==> config.mk <==
export PLATFORM = sky130hd
export DESIGN_NAME = pcr_extend_replay_sha1
export DESIGN_NICKNAME = d
export VERILOG_FILES = /design/src/hdl/pcrx_pkg.sv /design/src/hdl/pcrx_sha1_core.sv /design/src/hdl/pcr_extend_replay_sha1.sv
export SDC_FILE = /design/constraint.sdc
export NUM_CORES = 2
export LEC_CHECK = 0
export BUFFER_PORTS_ARGS = -buffer_cell sky130_fd_sc_hd__buf_2
export CORE_ASPECT_RATIO = 2
export CORE_MARGIN = 1.5
export CORE_UTILIZATION = 60
export CTS_CLUSTER_SIZE = 16
export DETAILED_ROUTE_END_ITERATION = 8
export PLACE_DENSITY_LB_ADDON = 0.12
export SYNTH_ARGS = -nofsm -noshare
export SYNTH_HDL_FRONTEND = slang
export SYNTH_SLANG_ARGS = --single-unit
==> constraint.sdc <==
create_clock -name i_clk -period 25.8 [get_ports i_clk]
set_input_delay 1.29 -clock i_clk [delete_from_list [all_inputs] [get_ports i_clk]]
set_output_delay 1.29 -clock i_clk [all_outputs]
set_load 0.03 [all_outputs]
==> src/hdl/pcrx_pkg.sv <==
// Shared types, constants and SHA-1 round functions for the PCR replay block.
package pcrx_pkg;

    // Default accumulator count
    localparam int NUM_PCRS_DEF = 8;

    // Field widths of the event and result items
    localparam int PCR_W    = 5;
    localparam int WORD_W   = 32;
    localparam int DIGEST_W = 160;
    localparam int MSG_W    = 320;
    localparam int MSG_WORDS = MSG_W / WORD_W;

    // Event-log codes
    localparam logic [31:0] NO_ACTION_TYPE      = 32'd3;
    localparam logic [31:0] LOCALITY_EVENT_SIZE = 32'd17;
    localparam logic [63:0] LOC_SIG_HI          = 64'h537461727475704C;
    localparam logic [63:0] LOC_SIG_LO          = 64'h6F63616C69747900;

    // SHA-1 initial chaining value
    localparam logic [31:0] IV_A = 32'h67452301;
    localparam logic [31:0] IV_B = 32'hEFCDAB89;
    localparam logic [31:0] IV_C = 32'h98BADCFE;
    localparam logic [31:0] IV_D = 32'h10325476;
    localparam logic [31:0] IV_E = 32'hC3D2E1F0;

    // Padding of a 40-byte message: end marker and bit length
    localparam logic [31:0] PAD_WORD = 32'h80000000;
    localparam logic [31:0] LEN_WORD = 32'd320;

    localparam logic [6:0] LAST_ROUND = 7'd79;

    typedef logic [MSG_W-1:0]    t_msg;
    typedef logic [DIGEST_W-1:0] t_digest;

    // Hash unit status toward the sequencer
    typedef struct packed {
        logic busy;
        logic done;
    } t_sha_status;

    typedef enum logic [1:0] {
        SH_IDLE,
        SH_ROUND,
        SH_FINAL
    } t_sha_state;

    typedef enum logic [1:0] {
        ST_IDLE,
        ST_LOAD,
        ST_HASH,
        ST_OUT
    } t_state;

    // Round function selected by round number
    function automatic logic [31:0] sha1_f(input logic [6:0] rnd, input logic [31:0] b,
                                           input logic [31:0] c, input logic [31:0] d);
        logic [31:0] f;
        if (rnd < 7'd20) begin
            f = (b & c) | (~b & d);
        end else if (rnd < 7'd40) begin
            f = b ^ c ^ d;
        end else if (rnd < 7'd60) begin
            f = (b & c) | (b & d) | (c & d);
        end else begin
            f = b ^ c ^ d;
        end
        return f;
    endfunction

    // Round constant selected by round number
    function automatic logic [31:0] sha1_k(input logic [6:0] rnd);
        logic [31:0] k;
        if (rnd < 7'd20) begin
            k = 32'h5A827999;
        end else if (rnd < 7'd40) begin
            k = 32'h6ED9EBA1;
        end else if (rnd < 7'd60) begin
            k = 32'h8F1BBCDC;
        end else begin
            k = 32'hCA62C1D6;
        end
        return k;
    endfunction

endpackage

==> src/hdl/pcrx_sha1_core.sv <==
// Iterative SHA-1 compression of one padded 40-byte message, one round per cycle.
module pcrx_sha1_core
    import pcrx_pkg::*;
(
    input  logic        i_clk,
    input  logic        i_rst_n,
    input  logic        i_start,
    input  t_msg        i_msg,
    output t_digest     o_digest,
    output t_sha_status o_status
);

    t_sha_state r_state;
    t_sha_state n_state;

    logic [6:0]  r_round;
    logic [31:0] r_a, r_b, r_c, r_d, r_e;
    logic [31:0] r_w [16];
    logic        r_done;
    t_digest     r_digest;

    logic [31:0] w_new;
    logic [31:0] t_sum;
    logic        round_en;
    logic        load_en;
    logic        final_en;

    // Message schedule and round sum
    assign w_new = {r_w[13] ^ r_w[8] ^ r_w[2] ^ r_w[0]} << 1
                 | {r_w[13] ^ r_w[8] ^ r_w[2] ^ r_w[0]} >> 31;
    assign t_sum = {r_a[26:0], r_a[31:27]} + sha1_f(r_round, r_b, r_c, r_d)
                 + r_e + sha1_k(r_round) + r_w[0];

    // Next state
    always_comb begin
        n_state = r_state;
        case (r_state)
            SH_IDLE: begin
                if (i_start) begin
                    n_state = SH_ROUND;
                end
            end
            SH_ROUND: begin
                if (r_round == LAST_ROUND) begin
                    n_state = SH_FINAL;
                end
            end
            SH_FINAL: begin
                n_state = SH_IDLE;
            end
            default: begin
                n_state = SH_IDLE;
            end
        endcase
    end

    // Datapath enables
    always_comb begin
        load_en  = 1'b0;
        round_en = 1'b0;
        final_en = 1'b0;
        case (r_state)
            SH_IDLE:  load_en  = i_start;
            SH_ROUND: round_en = 1'b1;
            SH_FINAL: final_en = 1'b1;
            default:  load_en  = 1'b0;
        endcase
    end

    // Control state
    always_ff @(posedge i_clk) begin
        if (!i_rst_n) begin
            r_state <= SH_IDLE;
            r_done  <= 1'b0;
        end else begin
            r_state <= n_state;
            r_done  <= final_en;
        end
    end

    // Working variables, schedule ring and round counter
    always_ff @(posedge i_clk) begin
        if (load_en) begin
            for (int i = 0; i < MSG_WORDS; i++) begin
                r_w[i] <= i_msg[MSG_W-1-WORD_W*i -: WORD_W];
            end
            r_w[MSG_WORDS] <= PAD_WORD;
            for (int i = MSG_WORDS + 1; i < 15; i++) begin
                r_w[i] <= '0;
            end
            r_w[15] <= LEN_WORD;
            r_a     <= IV_A;
            r_b     <= IV_B;
            r_c     <= IV_C;
            r_d     <= IV_D;
            r_e     <= IV_E;
            r_round <= '0;
        end else if (round_en) begin
            for (int i = 0; i < 15; i++) begin
                r_w[i] <= r_w[i+1];
            end
            r_w[15] <= w_new;
            r_e     <= r_d;
            r_d     <= r_c;
            r_c     <= {r_b[1:0], r_b[31:2]};
            r_b     <= r_a;
            r_a     <= t_sum;
            r_round <= r_round + 7'd1;
        end
    end

    // Add the chaining value
    always_ff @(posedge i_clk) begin
        if (final_en) begin
            r_digest <= {IV_A + r_a, IV_B + r_b, IV_C + r_c, IV_D + r_d, IV_E + r_e};
        end
    end

    assign o_digest      = r_digest;
    assign o_status.busy = (r_state != SH_IDLE);
    assign o_status.done = r_done;

endmodule

==> src/hdl/pcr_extend_replay_sha1.sv <==
// Top level: PCR accumulator bank, event sequencer and result register.
//
//  channel | dir | fields (lowest bit first)
//  s_*     | in  | tuser: start_of_log; tdata: pcr_index, event_type, event_size,
//          |     |   digest_hi, digest_mid, digest_lo, sig_hi, sig_lo, locality_byte
//  m_*     | out | tuser: extended, locality_applied; tdata: out_pcr, value_hi,
//          |     |   value_mid, value_lo
//
// An extending event passes through ST_LOAD, ST_HASH and ST_OUT before the next
// acceptance; ST_HASH waits on the 80 rounds of the shared SHA-1 unit and its load
// and finish steps. Other events go from ST_LOAD straight to ST_OUT. One event is
// in flight at a time; s_tready is low while it is worked. The result register lets
// the next event enter while a result waits on m_tready. Reset (i_rst_n low,
// synchronous) zeroes all PCRs.
module pcr_extend_replay_sha1
    import pcrx_pkg::*;
#(
    parameter int NUM_PCRS = NUM_PCRS_DEF
) (
    input  logic         i_clk,
    input  logic         i_rst_n,
    input  logic         s_tvalid,
    output logic         s_tready,
    // pcr_index, event_type, event_size, digest_hi, digest_mid, digest_lo,
    // sig_hi, sig_lo, locality_byte, zero fill
    input  logic [367:0] s_tdata,
    // start_of_log
    input  logic [0:0]   s_tuser,
    output logic         m_tvalid,
    input  logic         m_tready,
    // out_pcr, value_hi, value_mid, value_lo, zero fill
    output logic [167:0] m_tdata,
    // extended, locality_applied
    output logic [1:0]   m_tuser
);

    localparam int IDX_W = (NUM_PCRS > 1) ? $clog2(NUM_PCRS) : 1;

    t_state r_state;
    t_state n_state;

    // Captured event
    logic [PCR_W-1:0] r_pcr;
    logic [31:0]      r_type;
    logic [31:0]      r_size;
    t_digest          r_dig;
    logic [63:0]      r_sig_hi;
    logic [63:0]      r_sig_lo;
    logic [7:0]       r_loc;

    // Accumulator bank; an entry that is not valid reads as zero
    t_digest             r_acc [NUM_PCRS];
    logic [NUM_PCRS-1:0] r_acc_vld;

    // Result ahead of the output register
    logic            r_res_ext;
    logic            r_res_loc;
    t_digest         r_res_val;

    logic             r_m_valid;
    logic [PCR_W-1:0] r_m_pcr;
    logic             r_m_ext;
    logic             r_m_loc;
    t_digest          r_m_val;

    logic        in_accept;
    logic        in_range;
    logic        do_hash;
    logic        is_locality;
    logic        core_start;
    logic        out_load;
    logic [IDX_W-1:0] idx;
    t_digest     acc_rd;
    t_digest     loc_val;
    t_digest     core_digest;
    t_sha_status core_status;

    assign in_accept = s_tvalid && s_tready;
    assign idx       = r_pcr[IDX_W-1:0];
    assign in_range  = ({1'b0, r_pcr} < 6'(NUM_PCRS));
    assign do_hash   = in_range && (r_type != NO_ACTION_TYPE);
    assign acc_rd    = (in_range && r_acc_vld[idx]) ? r_acc[idx] : '0;
    assign loc_val   = {acc_rd[DIGEST_W-1:8], r_loc};

    // Recognize a startup locality event
    assign is_locality = (r_pcr == '0) && (r_type == NO_ACTION_TYPE)
                      && (r_size == LOCALITY_EVENT_SIZE)
                      && (r_sig_hi == LOC_SIG_HI) && (r_sig_lo == LOC_SIG_LO);

    // Next state
    always_comb begin
        n_state = r_state;
        case (r_state)
            ST_IDLE: begin
                if (in_accept) begin
                    n_state = ST_LOAD;
                end
            end
            ST_LOAD: begin
                n_state = do_hash ? ST_HASH : ST_OUT;
            end
            ST_HASH: begin
                if (core_status.done) begin
                    n_state = ST_OUT;
                end
            end
            ST_OUT: begin
                if (out_load) begin
                    n_state = ST_IDLE;
                end
            end
            default: begin
                n_state = ST_IDLE;
            end
        endcase
    end

    // Sequencer outputs
    always_comb begin
        s_tready   = 1'b0;
        core_start = 1'b0;
        out_load   = 1'b0;
        case (r_state)
            ST_IDLE: s_tready   = 1'b1;
            ST_LOAD: core_start = do_hash;
            ST_OUT:  out_load   = !r_m_valid || m_tready;
            default: s_tready   = 1'b0;
        endcase
    end

    // Control state
    always_ff @(posedge i_clk) begin
        if (!i_rst_n) begin
            r_state   <= ST_IDLE;
            r_acc_vld <= '0;
            r_m_valid <= 1'b0;
        end else begin
            r_state <= n_state;
            if (in_accept && s_tuser[0]) begin
                r_acc_vld <= '0;
            end else if (r_state == ST_LOAD && is_locality) begin
                r_acc_vld[0] <= 1'b1;
            end else if (r_state == ST_HASH && core_status.done) begin
                r_acc_vld[idx] <= 1'b1;
            end
            if (out_load) begin
                r_m_valid <= 1'b1;
            end else if (m_tready) begin
                r_m_valid <= 1'b0;
            end
        end
    end

    // Capture the event
    always_ff @(posedge i_clk) begin
        if (in_accept) begin
            r_pcr    <= s_tdata[4:0];
            r_type   <= s_tdata[36:5];
            r_size   <= s_tdata[68:37];
            r_dig    <= {s_tdata[132:69], s_tdata[196:133], s_tdata[228:197]};
            r_sig_hi <= s_tdata[292:229];
            r_sig_lo <= s_tdata[356:293];
            r_loc    <= s_tdata[364:357];
        end
    end

    // Write back the accumulator and stage the result
    always_ff @(posedge i_clk) begin
        if (r_state == ST_LOAD) begin
            r_res_ext <= 1'b0;
            r_res_loc <= is_locality;
            r_res_val <= is_locality ? loc_val : acc_rd;
            if (is_locality) begin
                r_acc[0] <= loc_val;
            end
        end else if (r_state == ST_HASH && core_status.done) begin
            r_res_ext  <= 1'b1;
            r_res_loc  <= 1'b0;
            r_res_val  <= core_digest;
            r_acc[idx] <= core_digest;
        end
    end

    // Output register
    always_ff @(posedge i_clk) begin
        if (out_load) begin
            r_m_pcr <= r_pcr;
            r_m_ext <= r_res_ext;
            r_m_loc <= r_res_loc;
            r_m_val <= r_res_val;
        end
    end

    pcrx_sha1_core u_sha1 (
        .i_clk    (i_clk),
        .i_rst_n  (i_rst_n),
        .i_start  (core_start),
        .i_msg    ({acc_rd, r_dig}),
        .o_digest (core_digest),
        .o_status (core_status)
    );

    // Place value_hi right above out_pcr, then value_mid, then value_lo
    assign m_tvalid = r_m_valid;
    assign m_tdata  = {3'b000, r_m_val[31:0], r_m_val[95:32], r_m_val[159:96], r_m_pcr};
    assign m_tuser  = {r_m_loc, r_m_ext};

`ifndef SYNTHESIS
    // Start the hash unit only when it is free
    a_start_idle: assert property (@(posedge i_clk) disable iff (!i_rst_n)
        core_start |-> !core_status.busy)
        else $error("hash unit started while busy");

    // A hash result arrives only while the sequencer waits for it
    a_done_in_hash: assert property (@(posedge i_clk) disable iff (!i_rst_n)
        core_status.done |-> (r_state == ST_HASH))
        else $error("hash result outside the hash wait");

    // No result both extends and applies a locality
    a_flags_excl: assert property (@(posedge i_clk) disable iff (!i_rst_n)
        m_tvalid |-> !(m_tuser[0] && m_tuser[1]))
        else $error("extended and locality flags both set");

    // An extended result never reports an out-of-range PCR
    a_ext_range: assert property (@(posedge i_clk) disable iff (!i_rst_n)
        (m_tvalid && m_tuser[0]) |-> ({1'b0, m_tdata[4:0]} < 6'(NUM_PCRS)))
        else $error("extend reported for an out-of-range PCR");
`endif

endmodule

---- Yosys cells after proc, flatten, opt, wreduce, memory -nomap -nowiden ----
Memory sizes are Yosys's and may differ from the RTL's. A register that Yosys moved wholly into a read port is not among the register bits.
Index checks and enable logic that the tools add are counted.
storage, ports and cells
  memory bits (read-only) ................. 0
  bits in latches ......................... 0
  word-level logic and storage cells ...... 183
  output and inout port bits .............. 172
  register bits ........................... 1035
  memories kept ........................... 2
  memory bits (writable) .................. 1792
operators by class
  shifts and indexed selects .............. 0
  order comparisons ....................... 6
  mux-type cells .......................... 65
  divide/modulo/power cells ............... 0
  multipliers ............................. 0
  equal/unequal tests ..................... 16
  add/sub/neg operators ................... 10
  bitwise gates (word level) .............. 33
  reduce and logical (&&, ||, !) cells .... 24
memories
  memory      words  width  rd ports  clocked after Yosys merged registers in  wr ports  line                          RTL
  r_acc       8      160    1         1                                        1         pcr_extend_replay_sha1.sv:52  t_digest r_acc [NUM_PCRS];
  u_sha1.r_w  16     32     16        0                                        16        pcrx_sha1_core.sv:18          logic [31:0] r_w [16];
operators by type and width
  cell                      count
  $mux W32                  21
  $mux W160                 4
  $reduce_or A160 Y1        1
  $xor A32 B32 Y32          5
  $add A32 B32 Y32          4
  $and A32 B32 Y32          4
  $eq A64 B63 Y1 const B    2
  $add A32 B32 Y32 const A  3
  $or A32 B32 Y32           3
  $add A29 B32 Y32 const A  1
  $add A31 B32 Y32 const A  1
  $eq A32 B2 Y1 const B     1
  $eq A32 B5 Y1 const B     1
  $ne A32 B2 Y1 const B     1
  $not A32 Y32              1
  $or A32 B1 Y32            1
  $mux W31                  1
  $mux W1                   27
  $or A1 B1 Y1              16
  $lt A7 B6 Y1 const B      2
  $logic_and A1 B1 Y1       11
  $mux W2                   5
  $mux W8                   1
  $or A8 B8 Y8              1
  other kinds (24)          36

---- Depth between registers and ports, before layout ----
  depth in word-level cells ............... 10
  depth in mapped cells ................... 22

---- Hierarchy ----
From an unflattened synthesis, not the netlist that was laid out.
unflattened totals
  cells, all modules ...................... 7001
  area total of the unflattened synthesis .. 114645.0 sq um
modules (own cells, without submodules)
  module                  times used  area an instance (sq um)  cells an instance
  pcr_extend_replay_sha1  1           74501.5                   3271
  pcrx_sha1_core          1           40143.5                   3730

---- Worst setup path after synthesis ----
No wires, ideal clock.
  path kind ............................... register -> register
  start point ............................. register r_state[1]
  end point ............................... memory r_acc[1][0] (netlist name) (enable)
  stages on the path, launching flop included .. 7
  slack ................................... 12068 ps
  arrival time ............................ 12824 ps
  path through ............................ dfxtp_1 inv_1 ha_1 clkbuf_1 clkbuf_1 buf_1 nor3b_1
between the ends
  word-level cells in the longest chain between the ends .. 7
  elaborated cells between the ends (all ways) .. 11
  classes of those cells .................. eq/ne (2); mux (7); reduce/logical (2)
RTL lines
  item                                                 line                           RTL
  start: declaration                                   pcr_extend_replay_sha1.sv:39   t_state r_state;
  start signal: assignment                             pcr_extend_replay_sha1.sv:138  r_state <= n_state;
  $eq A2 B2 Y1                                         pcr_extend_replay_sha1.sv:176  end else if (r_state == ST_HASH && core_status.done) begin
  $logic_and A1 B1 Y1                                  pcr_extend_replay_sha1.sv:176
  $mux W1                                              pcr_extend_replay_sha1.sv:176
  $mux W1                                              pcr_extend_replay_sha1.sv:169  if (r_state == ST_LOAD) begin
  $mux W1 (not written as such)                        pcr_extend_replay_sha1.sv:180  r_acc[idx] <= core_digest;
  $reduce_or A160 Y1 (no line)                         --
  $mux W3 (no line) / $mux W1 (equally long branches)  --
  end: declaration                                     pcr_extend_replay_sha1.sv:52
Several ways; a longest one is shown, not always the timed one.

---- Final worst setup path ----
  start point ............................. register u_sha1.r_round[2]
  end point ............................... register u_sha1.r_a[23]
between the ends
  word-level cells in the longest chain between the ends .. 8
  elaborated cells between the ends (all ways) .. 13
  classes of those cells .................. add/sub (4); order compare (3); mux (6)
RTL lines
  item                             line                            RTL
  start: declaration               pcrx_sha1_core.sv:16            logic [6:0] r_round;
  start signal: assignment         pcrx_sha1_core.sv:108           r_round <= r_round + 7'd1;
  $lt A7 B6 Y1                     pcrx_pkg.sv:63, pcrx_pkg.sv:78
  $mux W32                         pcrx_pkg.sv:63                  end else if (rnd < 7'd60) begin
  $mux W32                         pcrx_pkg.sv:61                  end else if (rnd < 7'd40) begin
  $mux W32                         pcrx_pkg.sv:59                  if (rnd < 7'd20) begin
  $add A32 B32 Y32                 pcrx_sha1_core.sv:31            assign t_sum = {r_a[26:0], r_a[31:27]} + sha1_f(r_round, r_b, r_c, r_d)
  $add A32 B32 Y32                 pcrx_sha1_core.sv:32            + r_e + sha1_k(r_round) + r_w[0];
  $add A32 B32 Y32 * (2 in a row)  pcrx_sha1_core.sv:32
  end signal: assignment           pcrx_sha1_core.sv:107           r_a <= t_sum;
  end: declaration                 pcrx_sha1_core.sv:17            logic [31:0] r_a, r_b, r_c, r_d, r_e;
Every way passes the cells marked *; elsewhere a longest branch is shown, timed or not.
A chain may end at the register's enable or synchronous reset.

==> flow_metrics.py <==
metrics = {
    "job": {
        "maxCapViolCount": 0,
    },
    "clock_network": {
        "cts_setup_buffers": 0,
        "cts_sinks": 2830,
        "clk_latency_ns": 0.90,
        "ctsHoldBuffers": 0,
        "cts_tree": "yes",
        "cts.clk_slew.worst_paths_ns": 0.07,
        "cts_root_buf": "clkbuf_16",
        "htree_levels": 4,
        "ctsResizeCount": 0,
        "clockBufferDepth": 4,
        "cts_buffers": 235,
    },
    "sta": {
        "max_slew_margin": 0.0993,
        "hold_viol": 0,
        "tightest_slew_ns": 1.34,
        "rsz0062_at_grt": "no",
        "fin_crit_sh": 0.266,
        "period_needed_ns": 6.85,
        "fin_setup_tns_ns": 0,
        "skew_ns": 0.0453,
        "slew_violations": 0,
        "clock.fmax_ghz": 0.146,
        "setup_viol": 0,
    },
    "detailed_routing": {
        "wl_per_cell_um": 30.4,
        "route.detailed.drc": 0,
        "dr.pass1.iters": 5,
        "ant_nets": 0,
        "drt-total-wl_um": 313000,
        "dr_total_vias": 62200,
        "initialDrtViolationCount": 6354,
        "via_per_inst": 6.04,
    },
    "floorplan": {
        "die_area_um2": 194000,
        "die_h_um": 621,
        "placementRows": 226,
        "core_region_area_um2": 189000,
        "fp.dieW_um": 312,
        "pin_count": 545,
        "start_util": 0.604,
    },
    "worst_setup_path": {
        "crit_start": "u_sha1.r_round[2]",
        "cpMaxStageDelayCell": "a31oi_1",
        "endpoint_kind": "register",
        "critPathMaxStageDelay_ns": 0.71,
        "crit-reg2reg-launch": "u_sha1.r_round[2]",
        "critPathKind": "register to register",
        "worstPathMaxFanout": 20,
        "r2r_setup_slack_ns": 18.95,
        "reg2reg_to": "u_sha1.r_a[23]",
        "worstPathCellList": "o21ai_0 > nand2_1 > buf_4 > inv_1 > o211ai_1 > o221a_2 > fa_1 > inv_1 > fa_1 > fa_1 > inv_1 > ha_1 > fa_1 > a211oi_1 > o21ai_1 > a31oi_1 > o21bai_1 > and2_1 > o41ai_1 > xor2_1 > o21ai_1",
        "startpoint_type": "register",
        "endpoint": "u_sha1.r_a[23]",
        "r2r_cells": 21,
        "cpMostUsedCell": "fa_1",
        "arrival_ns": 7.59,
        "worstPathRequired_ns": 26.54,
    },
    "synth": {
        "synth.distinct_cells": 82,
        "synth-seq-area-share": 0.726,
        "ys_ff_latch": 2830,
        "netlist_area_um2": 114000,
        "synth-edff-count": 2645,
        "ys_warn_count": 0,
        "synth_cells": 7059,
        "synth-main-ff-cell": "edfxtp_1",
        "async_flop_share": 0,
        "synth_area_per_cell_um2": 16.2,
    },
    "final_layout": {
        "fin_util": 0.673,
        "design_area_um2": 128000,
        "layout_commonest_cell": "edfxtp_1",
        "area_growth_pct": 11.5,
        "final_nets": 8153,
        "drive_gt1_frac": 0.216,
        "layout_common_cells": "edfxtp_1 (2645), nand2_1 (1317), buf_2 (538)",
    },
    "placed_design": {
        "dp_hpwl_um": 213000,
        "placed_cell_area_um2": 120000,
        "port_buffers": 538,
        "place_congestion": 0.964,
    },
    "global_routing": {
        "grt_pass1_wl_um": 441000,
        "use_met1": 0.390,
        "grt_pass1_vias": 61500,
        "grt.overflow.total": 0,
        "grtUsageMet2": 0.548,
        "antenna_found_initial": 24,
        "grtUsageMet3": 0.0406,
        "grt_max_degree": 170,
        "grtUsageTotal": 0.324,
        "busiest_layer": "met2",
    },
    "pwr": {
        "vdd_ir_drop_max_mv": 0.110,
        "p_leak_nw": 42.7,
        "power_density_nw_per_um2": 113,
    },
    "outcome": {
        "outcome": "completed",
    },
    "hold_path": {
        "hold_class": "register to register",
    },
}
==> synthesized netlist by cell type (19+ instances only) <==
master / count / area, um^2
edfxtp_1: 2645 / 79400
nor2_1: 335 / 1260
mux2_2: 329 / 3700
inv_1: 164 / 616
a21oi_1: 122 / 611
nand4_1: 21 / 131
o21ai_0: 36 / 180
buf_1: 43 / 161
nand2_1: 1321 / 4960
and2_1: 166 / 1040
buf_2: 26 / 130
mux2i_1: 174 / 1740
clkbuf_1: 272 / 1020
nand3_1: 81 / 405
mux4_2: 320 / 7210
nor4_1: 24 / 150
o21ai_1: 30 / 150
nor3_1: 29 / 145
xnor2_1: 187 / 1640
xor2_1: 70 / 613
ha_1: 52 / 651
o211ai_1: 31 / 233
dfxtp_1: 185 / 3700
fa_1: 119 / 2380
a31oi_1: 19 / 119
==> stage by stage <==
stage                     hold WS [ns]  instances  setup WS [ns]  power [mW]
final                            0.414      10300          18.95        14.5
after global routing             0.422      10300          18.61        15.1
after CTS                        0.416      10300          18.87        14.5
after detailed placement         0.405       9880          18.95        11.0
after global placement           0.403       9880          18.90        11.0
after floorplan                  0.400       7061          12.07        9.54
==> sequential cells by signal (all words and copies together), names as in the netlist, 64 cells and up, named ones only <==
signal and flops:
r_acc 1280, u_sha1.o_digest 160, r_m_val 160, r_res_val 160, r_sig_hi 64, u_sha1.r_w 512, r_dig 160, r_sig_lo 64
==> worst min-delay path by stage <==
stage | start | endpoint | depth (start not counted)
final | r_res_val[122] | r_m_val[122] | 0
after global routing | r_res_val[138] | r_m_val[138] | 0
after CTS | r_res_val[84] | r_m_val[84] | 0
after detailed placement | r_res_val[101] | r_m_val[101] | 0
after global placement | r_res_val[124] | r_m_val[124] | 0
after floorplan | r_res_loc | r_m_loc | 0
==> worst max-delay path, delay by kind of cell (launching register included) <==
| kind | cells | cell delay [ns] |
|---|---|---|
| AND/OR/NAND/NOR | 2 | 0.37 |
| XOR/XNOR | 1 | 0.20 |
| adder cells (fa/ha/maj) | 5 | 2.28 |
| AO/OA/AOI/OAI | 9 | 2.64 |
| buffers and inverters | 4 | 0.83 |
| flip-flops | 1 | 0.38 |
==> routing by layer <==
layer | wire length [um] | vias to the layer above
li1 | - | 27100
met1 | 110000 | 31800
met2 | 158000 | 2733
met3 | 18600 | 600
met4 | 26100 | 16
met5 | 99 | -
==> power breakdown <==
group	switching, mW	total [mW]	leakage, nW	internal [mW]
Clock	1.62	3.55	3.62	1.93
Sequential	0.572	6.40	23.5	5.83
Combinational	2.84	4.53	15.6	1.70
Total	5.03	14.5	42.7	9.45
==> area by class of cell <==
type                    count  area, um^2
diodes                      5        12.5
well taps                2508        3140
fillers                 13000       61900
multi-input cells        3718       29500
flip-flops and latches   2830       83100
clock buffers             279        6100
repair buffers            659        3740
clock inverters           135        1360
inverters                 165         627
==> cell families after synthesis <==
logic type,synth area share
buffers and inverters,0.0174
flip-flops,0.726
XOR/XNOR,0.0199
AND/OR/NAND/NOR,0.0788
adder cells (fa/ha/maj),0.0265
multiplexers,0.111
other,0.0000328
AO/OA/AOI/OAI,0.0204
(Power assumes the default switching activity.)
